===== src/hw/rtl/bcdclk_pkg.sv =====
// Types and constants shared by the BCD clock with alarm.
`timescale 1ns / 1ps
`default_nettype none

package bcdclk_pkg;

  typedef enum logic [1:0] {
    KIND_TICK      = 2'd0,
    KIND_SET_TIME  = 2'd1,
    KIND_SET_ALARM = 2'd2,
    KIND_TOGGLE    = 2'd3
  } kind_e;

  typedef struct packed {
    kind_e       kind;
    logic [21:0] set_value;
  } in_word_t;

  typedef struct packed {
    logic [21:0] time_now;
    logic        time_valid;
    logic        alarm_on;
    logic        alarm_fired;
  } out_word_t;

  typedef struct packed {
    logic inc;
    logic clr;
    logic load;
  } cell_ctl_t;

  localparam logic [15:0] TpsReset = 16'd1000;

endpackage

`default_nettype wire


===== src/hw/rtl/bcdclk_prescale.sv =====
// Tick prescaler and ticks-per-second register.
`timescale 1ns / 1ps
`default_nettype none

module bcdclk_prescale
  import bcdclk_pkg::*;
(
  input  wire logic        clk_i,
  input  wire logic        rst_ni,
  input  wire logic        tick_i,
  input  wire logic        cfg_we_i,
  input  wire logic [15:0] cfg_data_i,
  output logic             sec_o
);

  logic [15:0] tps_q;
  logic [15:0] cnt_q, cnt_d, cnt_inc;

  assign cnt_inc = cnt_q + 16'd1;
  assign sec_o   = tick_i && (cnt_inc == tps_q);

  always_comb begin
    cnt_d = cnt_q;
    if (tick_i) begin
      cnt_d = sec_o ? 16'd0 : cnt_inc;
    end
  end

  always_ff @(posedge clk_i or negedge rst_ni) begin
    if (!rst_ni) begin
      tps_q <= TpsReset;
      cnt_q <= 16'd0;
    end else begin
      if (cfg_we_i) begin
        tps_q <= cfg_data_i;
      end
      cnt_q <= cnt_d;
    end
  end

endmodule

`default_nettype wire


===== src/hw/rtl/bcdclk_digit.sv =====
// One BCD digit cell of the time cascade.
`timescale 1ns / 1ps
`default_nettype none

module bcdclk_digit
  import bcdclk_pkg::*;
#(
  parameter int unsigned W    = 4,
  parameter int unsigned Last = 9
) (
  input  wire logic         clk_i,
  input  wire logic         rst_ni,
  input  wire cell_ctl_t    ctl_i,
  input  wire logic [W-1:0] load_val_i,
  output logic [W-1:0]      q_o,
  output logic [W-1:0]      d_o,
  output logic              wrap_o
);

  logic [W-1:0] q_q, q_d;
  logic         at_last;

  assign at_last = (q_q >= W'(Last));
  assign wrap_o  = ctl_i.inc && at_last;

  always_comb begin
    q_d = q_q;
    if (ctl_i.load) begin
      q_d = load_val_i;
    end else if (ctl_i.clr) begin
      q_d = '0;
    end else if (ctl_i.inc) begin
      q_d = at_last ? '0 : q_q + W'(1);
    end
  end

  always_ff @(posedge clk_i or negedge rst_ni) begin
    if (!rst_ni) begin
      q_q <= '0;
    end else begin
      q_q <= q_d;
    end
  end

  assign q_o = q_q;
  assign d_o = q_d;

endmodule

`default_nettype wire


===== src/hw/rtl/bcd_clock_with_alarm.sv =====
// Top level of the six-digit BCD clock with alarm.
// Usage:
//   in channel (in_valid_i/in_ready_o/in_data_i) takes one word per command:
//   tick, set time, set alarm or toggle alarm enable.
//   out channel (out_valid_o/out_ready_i/out_data_o) returns one word per
//   command: time after the command, valid and enable flags, and a fired
//   flag when a tick crossed into the enabled alarm minute.
//   cfg channel (cfg_valid_i/cfg_ready_o/cfg_data_i) writes ticks per
//   second and is always ready; the user must write it only while idle, as the block does not check.
// Result: a command's result word is valid in the cycle after the command is accepted.
// Throughput: one command per cycle while no stall holds the output; the digit
//   cells and their carry chain update in the accept cycle.
// Stall: the output register holds its word while out_ready_i is low, and
//   in_ready_o drops until that word is taken or taken in the same cycle.
// Reset: time, alarm, flags and prescaler clear; ticks per second is 1000.
`timescale 1ns / 1ps
`default_nettype none

module bcd_clock_with_alarm
  import bcdclk_pkg::*;
(
  input  wire logic        clk_i,
  input  wire logic        rst_ni,
  input  wire logic        in_valid_i,
  output logic             in_ready_o,
  input  wire in_word_t    in_data_i,
  output logic             out_valid_o,
  input  wire logic        out_ready_i,
  output out_word_t        out_data_o,
  input  wire logic        cfg_valid_i,
  output logic             cfg_ready_o,
  input  wire logic [15:0] cfg_data_i
);

  logic      acc;
  logic      tick, sec, load_time;
  logic      out_valid_q;
  out_word_t out_q;
  logic      valid_q, valid_d, enable_q, enable_d, fired;
  logic [13:0] alarm_q, alarm_d;

  logic [3:0] su_q, su_d, st_q, st_d, mu_q, mu_d, mt_q, mt_d, hu_q, hu_d;
  logic [1:0] ht_q, ht_d;
  logic       su_wrap, st_wrap, mu_wrap, mt_wrap, hu_wrap, ht_wrap;
  logic       hour_wrap;
  cell_ctl_t  su_ctl, st_ctl, mu_ctl, mt_ctl, hu_ctl, ht_ctl;
  logic [21:0] time_d;

  assign in_ready_o  = !out_valid_q || out_ready_i;
  assign acc         = in_valid_i && in_ready_o;
  assign cfg_ready_o = 1'b1;
  assign tick        = acc && (in_data_i.kind == KIND_TICK);
  assign load_time   = acc && (in_data_i.kind == KIND_SET_TIME);

  bcdclk_prescale u_prescale (
    .clk_i      (clk_i),
    .rst_ni     (rst_ni),
    .tick_i     (tick),
    .cfg_we_i   (cfg_valid_i && cfg_ready_o),
    .cfg_data_i (cfg_data_i),
    .sec_o      (sec)
  );

  assign hour_wrap = mt_wrap && (ht_q >= 2'd2) && (hu_q >= 4'd3);

  assign su_ctl = '{inc: sec,                    clr: 1'b0,      load: load_time};
  assign st_ctl = '{inc: su_wrap,                clr: 1'b0,      load: load_time};
  assign mu_ctl = '{inc: st_wrap,                clr: 1'b0,      load: load_time};
  assign mt_ctl = '{inc: mu_wrap,                clr: 1'b0,      load: load_time};
  assign hu_ctl = '{inc: mt_wrap && !hour_wrap,  clr: hour_wrap, load: load_time};
  assign ht_ctl = '{inc: hu_wrap,                clr: hour_wrap, load: load_time};

  bcdclk_digit #(.W(4), .Last(9)) u_sec_units (
    .clk_i, .rst_ni, .ctl_i(su_ctl), .load_val_i(in_data_i.set_value[3:0]),
    .q_o(su_q), .d_o(su_d), .wrap_o(su_wrap)
  );
  bcdclk_digit #(.W(4), .Last(5)) u_sec_tens (
    .clk_i, .rst_ni, .ctl_i(st_ctl), .load_val_i(in_data_i.set_value[7:4]),
    .q_o(st_q), .d_o(st_d), .wrap_o(st_wrap)
  );
  bcdclk_digit #(.W(4), .Last(9)) u_min_units (
    .clk_i, .rst_ni, .ctl_i(mu_ctl), .load_val_i(in_data_i.set_value[11:8]),
    .q_o(mu_q), .d_o(mu_d), .wrap_o(mu_wrap)
  );
  bcdclk_digit #(.W(4), .Last(5)) u_min_tens (
    .clk_i, .rst_ni, .ctl_i(mt_ctl), .load_val_i(in_data_i.set_value[15:12]),
    .q_o(mt_q), .d_o(mt_d), .wrap_o(mt_wrap)
  );
  bcdclk_digit #(.W(4), .Last(9)) u_hour_units (
    .clk_i, .rst_ni, .ctl_i(hu_ctl), .load_val_i(in_data_i.set_value[19:16]),
    .q_o(hu_q), .d_o(hu_d), .wrap_o(hu_wrap)
  );
  bcdclk_digit #(.W(2), .Last(3)) u_hour_tens (
    .clk_i, .rst_ni, .ctl_i(ht_ctl), .load_val_i(in_data_i.set_value[21:20]),
    .q_o(ht_q), .d_o(ht_d), .wrap_o(ht_wrap)
  );

  assign time_d = {ht_d, hu_d, mt_d, mu_d, st_d, su_d};

  always_comb begin
    valid_d  = valid_q;
    enable_d = enable_q;
    alarm_d  = alarm_q;
    if (acc) begin
      case (in_data_i.kind)
        KIND_SET_TIME: valid_d = 1'b1;
        KIND_SET_ALARM: begin
          alarm_d  = in_data_i.set_value[21:8];
          enable_d = 1'b1;
        end
        KIND_TOGGLE: enable_d = !enable_q;
        default: ;
      endcase
    end
  end

  assign fired = sec && enable_q && (time_d[7:0] == 8'd0) && (time_d[21:8] == alarm_q);

  always_ff @(posedge clk_i or negedge rst_ni) begin
    if (!rst_ni) begin
      out_valid_q <= 1'b0;
      valid_q     <= 1'b0;
      enable_q    <= 1'b0;
      alarm_q     <= '0;
    end else begin
      valid_q  <= valid_d;
      enable_q <= enable_d;
      alarm_q  <= alarm_d;
      if (acc) begin
        out_valid_q <= 1'b1;
      end else if (out_ready_i) begin
        out_valid_q <= 1'b0;
      end
    end
  end

  always_ff @(posedge clk_i) begin
    if (acc) begin
      out_q <= '{time_now: time_d, time_valid: valid_d, alarm_on: enable_d,
                 alarm_fired: fired};
    end
  end

  assign out_valid_o = out_valid_q;
  assign out_data_o  = out_q;

  assert property (@(posedge clk_i) disable iff (!rst_ni)
    out_valid_q && out_q.alarm_fired |-> out_q.alarm_on && (out_q.time_now[7:0] == 8'd0))
    else $error("alarm fired off a minute boundary or while disabled");

  assert property (@(posedge clk_i) disable iff (!rst_ni)
    acc && (in_data_i.kind == KIND_SET_TIME) |=> out_valid_q && out_q.time_valid)
    else $error("set time did not mark time valid");

  assert property (@(posedge clk_i) disable iff (!rst_ni)
    acc && (in_data_i.kind == KIND_SET_ALARM) |=> out_q.alarm_on && enable_q)
    else $error("set alarm did not enable alarm");

  assert property (@(posedge clk_i) disable iff (!rst_ni)
    acc && (in_data_i.kind != KIND_TICK) |=> !out_q.alarm_fired)
    else $error("alarm fired on a non-tick word");

  assert property (@(posedge clk_i) disable iff (!rst_ni)
    !ht_wrap && (!out_valid_q ||
      (out_q.time_now == {ht_q, hu_q, mt_q, mu_q, st_q, su_q})))
    else $error("digit cells disagree with the held output word");

endmodule

`default_nettype wire


===== config.mk =====
export PLATFORM = sky130hd
export DESIGN_NAME = bcd_clock_with_alarm
export DESIGN_NICKNAME = d
export VERILOG_FILES = /design/src/hw/rtl/bcdclk_pkg.sv /design/src/hw/rtl/bcdclk_prescale.sv /design/src/hw/rtl/bcdclk_digit.sv /design/src/hw/rtl/bcd_clock_with_alarm.sv
export SDC_FILE = /design/constraint.sdc
export NUM_CORES = 1
export LEC_CHECK = 0
export BUFFER_PORTS_ARGS = -buffer_cell sky130_fd_sc_hd__clkbuf_2
export CORE_MARGIN = 3
export CORE_UTILIZATION = 45
export CTS_CLUSTER_DIAMETER = 150
export CTS_CLUSTER_SIZE = 40
export DETAILED_ROUTE_END_ITERATION = 12
export SLEW_MARGIN = 25
export SYNTH_ARGS = -nofsm -noshare
export SYNTH_HDL_FRONTEND = slang
export SYNTH_SLANG_ARGS = --single-unit

===== constraint.sdc =====
create_clock -name clk_i -period 6 [get_ports clk_i]
set_input_delay 0.3 -clock clk_i [delete_from_list [all_inputs] [get_ports clk_i]]
set_output_delay 0.3 -clock clk_i [all_outputs]
set_load 0.01 [all_outputs]

* After elaboration in Yosys (flattened, before gate mapping)
Cells that the tools add are included.
** Cells by class
- Add/subtract/negate cells :: 7
- Equality and inequality tests :: 5
- $lt $le $gt $ge :: 8
- Reductions and logical operators :: 23
- Multiplexer cells :: 27
** Operator list (count)
- 2-to-1 mux 4 bit :: 16
- adder 4 x 1 -> 4 bit, second input constant :: 5
- adder 16 x 1 -> 16 bit, second input constant :: 1
- equality test 16 bit :: 1
- 2-to-1 mux 16 bit :: 1
- logical AND 1 bit :: 15
- equality test 14 bit :: 1
- greater-or-equal comparator 4 bit, second input constant :: 3
- greater-or-equal comparator 4 x 3 -> 1 bit, second input constant :: 2
- zero test 8 bit :: 1
- 2-to-1 mux 2 bit :: 4
- 2-to-1 mux 1 bit :: 5
- equality test 2 bit, second input constant :: 2
- greater-or-equal comparator 2 bit, second input constant :: 2
- greater-or-equal comparator 4 x 2 -> 1 bit, second input constant :: 1
- zero test 1 bit :: 3
- adder 2 x 1 -> 2 bit, second input constant :: 1
- equality test 2 x 1 -> 1 bit, second input constant :: 1
- zero test 2 bit :: 1
- one-hot mux 1 bit (2 select lines) :: 1
- AND reduction 2 bit :: 1
- nonzero test 2 bit :: 1
- logical OR 1 bit :: 1
** Storage, ports and cells
- Logic and storage cells :: 86
- Register bits after elaboration :: 96
- Bits of input ports :: 45
- Output and inout bits :: 28

* Longest topological paths before layout
- Word-level depth :: 19
- Gate-level depth with buffers :: 14
- Depth with buffers taken out :: 12

* Hierarchy
A second synthesis with hierarchy kept.
** Unflattened totals
- Cell total of the unflattened synthesis :: 443
- Area, all modules :: 5123.7 µm²
** By module, submodules not included
- bcdclk_prescale :: instances 1, cells each 190, sequential area each 808.3 µm², area each 1910.6 µm²
- bcd_clock_with_alarm :: instances 1, cells each 99, sequential area each 1176.1 µm², area each 1704.1 µm²
- bcdclk_digit (u_hour_units ...) :: instances 3, cells each 28, sequential area each 100.1 µm², area each 271.5 µm²
- bcdclk_digit (u_min_tens ...) :: instances 2, cells each 30, sequential area each 100.1 µm², area each 286.5 µm²
- bcdclk_digit (u_hour_tens) :: instances 1, cells each 10, sequential area each 50.0 µm², area each 121.4 µm²

* Worst setup path after synthesis
Ideal clock, no wire load.
- Path kind :: reg-to-reg
- Start point :: register u_prescale.cnt_q[0]
- End point :: register out_q (netlist bit out_data_o[0]) (data pin)
- Required time :: 5.830 ns
- Setup slack :: 2.575 ns
- Stages on the path, launching flop included :: 12
- Library setup time :: 0.170 ns
- Arrival :: 3.255 ns
- Clock period less this slack :: 3.425 ns
- Buffers on the path :: 0
- Cell sequence :: dfrtp_1 -> ha_1 -> nand3_4 -> nor4_2 -> xnor2_1 -> or4b_4 -> nor4_4 -> a41oi_1 -> o21ai_1 -> xor2_1 -> a2111o_1 -> nor4_2
** On the way
- Elaborated cells on any way between the ends :: 31
- Those cells by class :: add/sub: 1; eq/ne: 2; mux: 14; reduce/logical: 14
** RTL lines
- from (decl) :: RTL line bcdclk_prescale.sv:17 : logic [15:0] cnt_q, cnt_d, cnt_inc;
- from (signal assigned) :: RTL line bcdclk_prescale.sv:37 : cnt_q <= cnt_d;
- adder 16 x 1 -> 16 bit * :: RTL line bcdclk_prescale.sv:19 : assign cnt_inc = cnt_q + 16'd1;
- equality test 16 bit * :: RTL line bcdclk_prescale.sv:20 : assign sec_o = tick_i && (cnt_inc == tps_q);
- logical AND 1 bit * :: RTL line bcdclk_prescale.sv:20
- logical AND 1 bit * (4 in a row) :: RTL line bcdclk_digit.sv:24 : assign wrap_o = ctl_i.inc && at_last;
- logical AND 1 bit (2 in a row) :: RTL line bcd_clock_with_alarm.sv:64 : assign hour_wrap = mt_wrap && (ht_q >= 2'd2) && (hu_q >= 4'd3);
- zero test 1 bit :: RTL line bcd_clock_with_alarm.sv:70 : assign hu_ctl = '{inc: mt_wrap && !hour_wrap, clr: hour_wrap, load: load_time};
- logical AND 1 bit :: RTL line bcd_clock_with_alarm.sv:70
- 2-to-1 mux 4 bit :: RTL line bcdclk_digit.sv:32 : end else if (ctl_i.inc) begin
- 2-to-1 mux 4 bit * :: RTL line bcdclk_digit.sv:30 : end else if (ctl_i.clr) begin
- 2-to-1 mux 4 bit * :: RTL line bcdclk_digit.sv:28 : if (ctl_i.load) begin
- net hu_d[3] :: RTL line bcd_clock_with_alarm.sv:42 : logic [3:0] su_q, su_d, st_q, st_d, mu_q, mu_d, mt_q, mt_d, hu_q, hu_d;
- equality test 14 bit * :: RTL line bcd_clock_with_alarm.sv:117 : assign fired = sec && enable_q && (time_d[7:0] == 8'd0) && (time_d[21:8] == alarm_q);
- logical AND 1 bit * :: RTL line bcd_clock_with_alarm.sv:117
- net fired :: RTL line bcd_clock_with_alarm.sv:39 : logic valid_q, valid_d, enable_q, enable_d, fired;
- to (signal assigned) :: RTL line bcd_clock_with_alarm.sv:139 : out_q <= '{time_now: time_d, time_valid: valid_d, alarm_on: enable_d,
- to (decl) :: RTL line bcd_clock_with_alarm.sv:38 : out_word_t out_q;
Mark *: on every way through the listed nets, which the timed path passes. The rest lies on a longest branch.
A chain may end at the register's enable or synchronous reset.

* Worst setup path after layout
- Start point :: register u_prescale.cnt_q[3]
- End point :: register out_q (netlist bit out_data_o[0]) (data pin)
** On the way
- Word-level cells in the longest chain between the ends :: 17
- Elaborated cells on any way between the ends :: 31
- Those cells by class :: add/sub: 1; eq/ne: 2; mux: 14; reduce/logical: 14
** RTL lines (RTL line)
- adder 16 x 1 -> 16 bit * :: bcdclk_prescale.sv:19
- equality test 16 bit * :: bcdclk_prescale.sv:20
- logical AND 1 bit * :: bcdclk_prescale.sv:20
- logical AND 1 bit (4 in a row) :: bcdclk_digit.sv:24
- logical AND 1 bit (2 in a row) :: bcd_clock_with_alarm.sv:64
- zero test 1 bit :: bcd_clock_with_alarm.sv:70
- logical AND 1 bit :: bcd_clock_with_alarm.sv:70
- logical AND 1 bit :: bcdclk_digit.sv:24
- 2-to-1 mux 2 bit :: bcdclk_digit.sv:32
- 2-to-1 mux 2 bit :: bcdclk_digit.sv:30
- 2-to-1 mux 2 bit :: bcdclk_digit.sv:28
- equality test 14 bit :: bcd_clock_with_alarm.sv:117
- logical AND 1 bit * :: bcd_clock_with_alarm.sv:117
- net fired :: bcd_clock_with_alarm.sv:39
Marks and branches as above.

==> reports/qor.yml <==
yosysUniqueCellTypes: 73
detail_route.wirelength_um: 14980
setup.worst_path.end_class: "register"
timing.reg2reg.worst_path_depth: 10
cp_data_required_time_ns: 6.19
post-route-util_pct: 53.02
antenna_violating_nets_post_route: 0
worst_setup_path_startpoint: "u_prescale.cnt_q[3]$_DFFE_PN0P_"
numClockSinks: 96
timing.final.setup_violations: 0
totalNegativeSetupSlack_ns: 0
synthAdderAreaFrac_pct: 3.967
grtUsageTotal_pct: 22.29
mappedNetlistNets: 631
post_drt_via_cell_ratio: 5.816
synth.area.mux_share_pct: 6.853
synth_top_family_by_area: "simple AND/OR/NAND/NOR gates"
vdd.ir_drop.worst_v: 0.0001756
area.growth.synth_to_final_pct: 13.57
place.port_buffers: 71
timing_worst_slew_pin_value_ns: 0.8202
fraction_of_layout_cells_with_a_size_suffix_above_1_pct: 22.80
final_hold_viol_count: 0
antenna-diode-count: 0
latest_clock_arrival_within_the_worst_skew_pair_ns: 0.35
nets: 694
total_power_uw: 1960
synth_compound_gate_area_share_pct: 15.60
die_y_um: 118.3
cts_inserted_buffers: 9
leakage_uw: 0.002586
antenna_found_initial: 0
mostFrequentLayoutCells: "sky130_fd_sc_hd__clkbuf_2, sky130_fd_sc_hd__dfrtp_1, sky130_fd_sc_hd__nand2_1, sky130_fd_sc_hd__nor2_1"
hold_path_class: "input pin to asynchronous set/reset pin"
ys_flop_type: "sky130_fd_sc_hd__dfrtp_1"
fmax_mhz: 227.3
postSynthRegisterBits: 96
reg2reg_setup_slack_ns: 1.60
worstPathMaxFanout: 19
drc: 0
cp_data_arrival_time_ns: 4.59
post-route-worst-setup-slack_ns: 1.601
grt_setup_unrepaired: "false"
yosysTopAreaCellShare_pct: 28.65
power_per_cell_area_nw_per_um2: 304.0
postCtsSetupRepairBufs: 0
detailedPlacementHpwl_um: 10960
timing.final.crit_period_ns: 4.399
post_cts_hold_buffer_count: 0
detailedRoute.firstPassIterationCount: 5
placement.setup.worst_slack_ns: 1.702
start_util_pct: 46.69
post_drt_wl_per_cell_um: 18.63
timing.final.crit_share_pct: 73.31
ys_warn_count: 0
grt_start_max_net_pins: 72
yosysSeqAreaShare_pct: 44.65
synth_enable_flop_cells: 25
die_w_um: 118.3
clock-skew-final_ns: 0.007946
clock_tree_from_tritoncts: "yes"
busiest_layer: "met1"
slew_violations: 0
floorplan.die_area_um2: 14000
final_common_cell: "sky130_fd_sc_hd__clkbuf_2"
ctsRootBufferMaster: "sky130_fd_sc_hd__clkbuf_16"
core_region_area_um2: 12160
gp_congestion: 0.9898
worst_reg2reg_path_endpoint: "out_data_o[0]$_DFFE_PP_"
remaining_global_route_overflow: 0
detailedRoute.firstIterationViolations: 537
clk_transition_reported_paths_ns: 0.07
max_cap_violations: 0
placed_cell_area_um2: 6162
yosys.area_share.xor_xnor_pct: 4.936
design_area_um2: 6449
post_cts.resized_instances: 0
synth-simple-area-share_pct: 20.52
cts-htree-levels: 3
worst_setup_path_endpoint: "out_data_o[0]$_DFFE_PP_"
netlist_area_um2: 5678
leading_post_synthesis_cells_by_cell_area: "sky130_fd_sc_hd__dfrtp_1, sky130_fd_sc_hd__edfxtp_1, sky130_fd_sc_hd__mux2_2"
gr-usage-met3_pct: 4.880
outcome: "finished clean"
pin_count: 73
cts_max_path_buffers: 2
setup.worst_path.start_class: "register"
crit_type: "register to register"
async_sr_flop_fraction_pct: 73.96
placementRows: 40
cell_taking_the_most_area_after_synthesis: "sky130_fd_sc_hd__dfrtp_1"
timing.slew.headroom_pct: 44.86
mean_syn_cell_area_um2: 9.996
netlist_instances: 568
use_met1_pct: 33.32
vias: 4676
first_global_vias: 4607
reg2reg_launch_point: "u_prescale.cnt_q[3]$_DFFE_PN0P_"
global_route_wire_length_before_repair_um: 24660
grtUsageMet2_pct: 31.55
## registers in the layout (all words and copies together) (netlist names)
signal	cells
u_min_units.q_o	4
out_data_o	25
u_sec_units.q_o	4
out_valid_o	1
enable_q	1
u_hour_units.q_o	4
u_prescale.cnt_q	16
u_hour_tens.q_o	2
u_sec_tens.q_o	4
u_min_tens.q_o	4
valid_q	1
alarm_q	14
u_prescale.tps_q	16
## area by class of cell
type,instances,area [um^2]
Tap cell,168,210.2
Clock inverter,4,46.29
Multi-Input combinational cell,428,2949
Clock buffer,12,236.5
Timing Repair Buffer,76,396.6
Sequential cell,96,2535
Fill cell,1140,5713
Inverter,20,75.07
## report_power, final
group          total, uW  leakage [uW]  switching (uW)  internal, uW
Sequential           890       0.00107             112           778
Combinational        505       0.00138             293           212
Clock                565      0.000136             243           322
Total               1960       0.00259             649          1310
## routing by layer
layer / wire length [um] / up-vias
met2: 6288 / 165
met3: 1125 / 22
met1: 7276 / 2265
met5: 0 / -
met4: 291 / 0
li1: - / 2224
## critical path, stage by stage (launching register included)
cell,delay (ns)
sky130_fd_sc_hd__dfrtp_1,0.52
sky130_fd_sc_hd__nand4_2,0.27
sky130_fd_sc_hd__nor4_2,0.47
sky130_fd_sc_hd__o211ai_1,0.25
sky130_fd_sc_hd__a2111oi_1,0.47
sky130_fd_sc_hd__and4_1,0.81
sky130_fd_sc_hd__nand2_1,0.32
sky130_fd_sc_hd__o21ai_0,0.31
sky130_fd_sc_hd__o22ai_1,0.15
sky130_fd_sc_hd__a2111o_1,0.44
sky130_fd_sc_hd__nor4_2,0.20
## synth_stat cells, types with 5 or more instances
library cell and number:
sky130_fd_sc_hd__nor4_1 14, sky130_fd_sc_hd__mux2_2 31, sky130_fd_sc_hd__xnor2_1 22, sky130_fd_sc_hd__clkbuf_1 14, sky130_fd_sc_hd__ha_1 18, sky130_fd_sc_hd__buf_2 5
sky130_fd_sc_hd__o31ai_1 11, sky130_fd_sc_hd__dfrtp_1 65, sky130_fd_sc_hd__nand2_1 57, sky130_fd_sc_hd__a21oi_1 22, sky130_fd_sc_hd__nor2_1 40, sky130_fd_sc_hd__and3_1 5
sky130_fd_sc_hd__edfxtp_1 25, sky130_fd_sc_hd__nand2b_1 12, sky130_fd_sc_hd__or2_2 6, sky130_fd_sc_hd__o21ai_0 31, sky130_fd_sc_hd__inv_1 20, sky130_fd_sc_hd__dfstp_2 6
sky130_fd_sc_hd__nand4_1 13, sky130_fd_sc_hd__o21a_1 5, sky130_fd_sc_hd__xor2_1 10, sky130_fd_sc_hd__a31oi_1 10, sky130_fd_sc_hd__nand3_1 17, sky130_fd_sc_hd__nor3_1 11
## metrics by stage
step	hold WS, ns	instances
2_1_floorplan	0.004409	568
3_3_place_gp	0.4347	788
3_5_place_dp	0.4374	788
4_1_cts	0.1618	804
5_1_grt	0.1127	804
6_report	0.04554	804
## kinds of logic after synthesis
| kind of cell | count (synthesis) |
|---|---|
| and+or+nand+nor | 211 |
| AOI/OAI and AO/OA | 131 |
| DFF | 96 |
| buffers and inverters | 44 |
| muxes | 35 |
| xor gates and xnor gates | 32 |
| adders and majority gates | 18 |
| other | 1 |
## how the worst min path moves through the flow
stage | from | end | cells after the start
final | rst_ni | valid_q$_DFF_PN0_ | 2
after global routing | rst_ni | alarm_q[5]$_DFFE_PN0P_ | 2
after CTS | cfg_data_i[5] | u_prescale.tps_q[5]$_DFFE_PN1P_ | 2
after detailed placement | valid_q$_DFF_PN0_ | valid_q$_DFF_PN0_ | 1
after global placement | valid_q$_DFF_PN0_ | valid_q$_DFF_PN0_ | 1
after floorplan | rst_ni | alarm_q[0]$_DFFE_PN0P_ | 0
(Power assumes the default switching activity.)
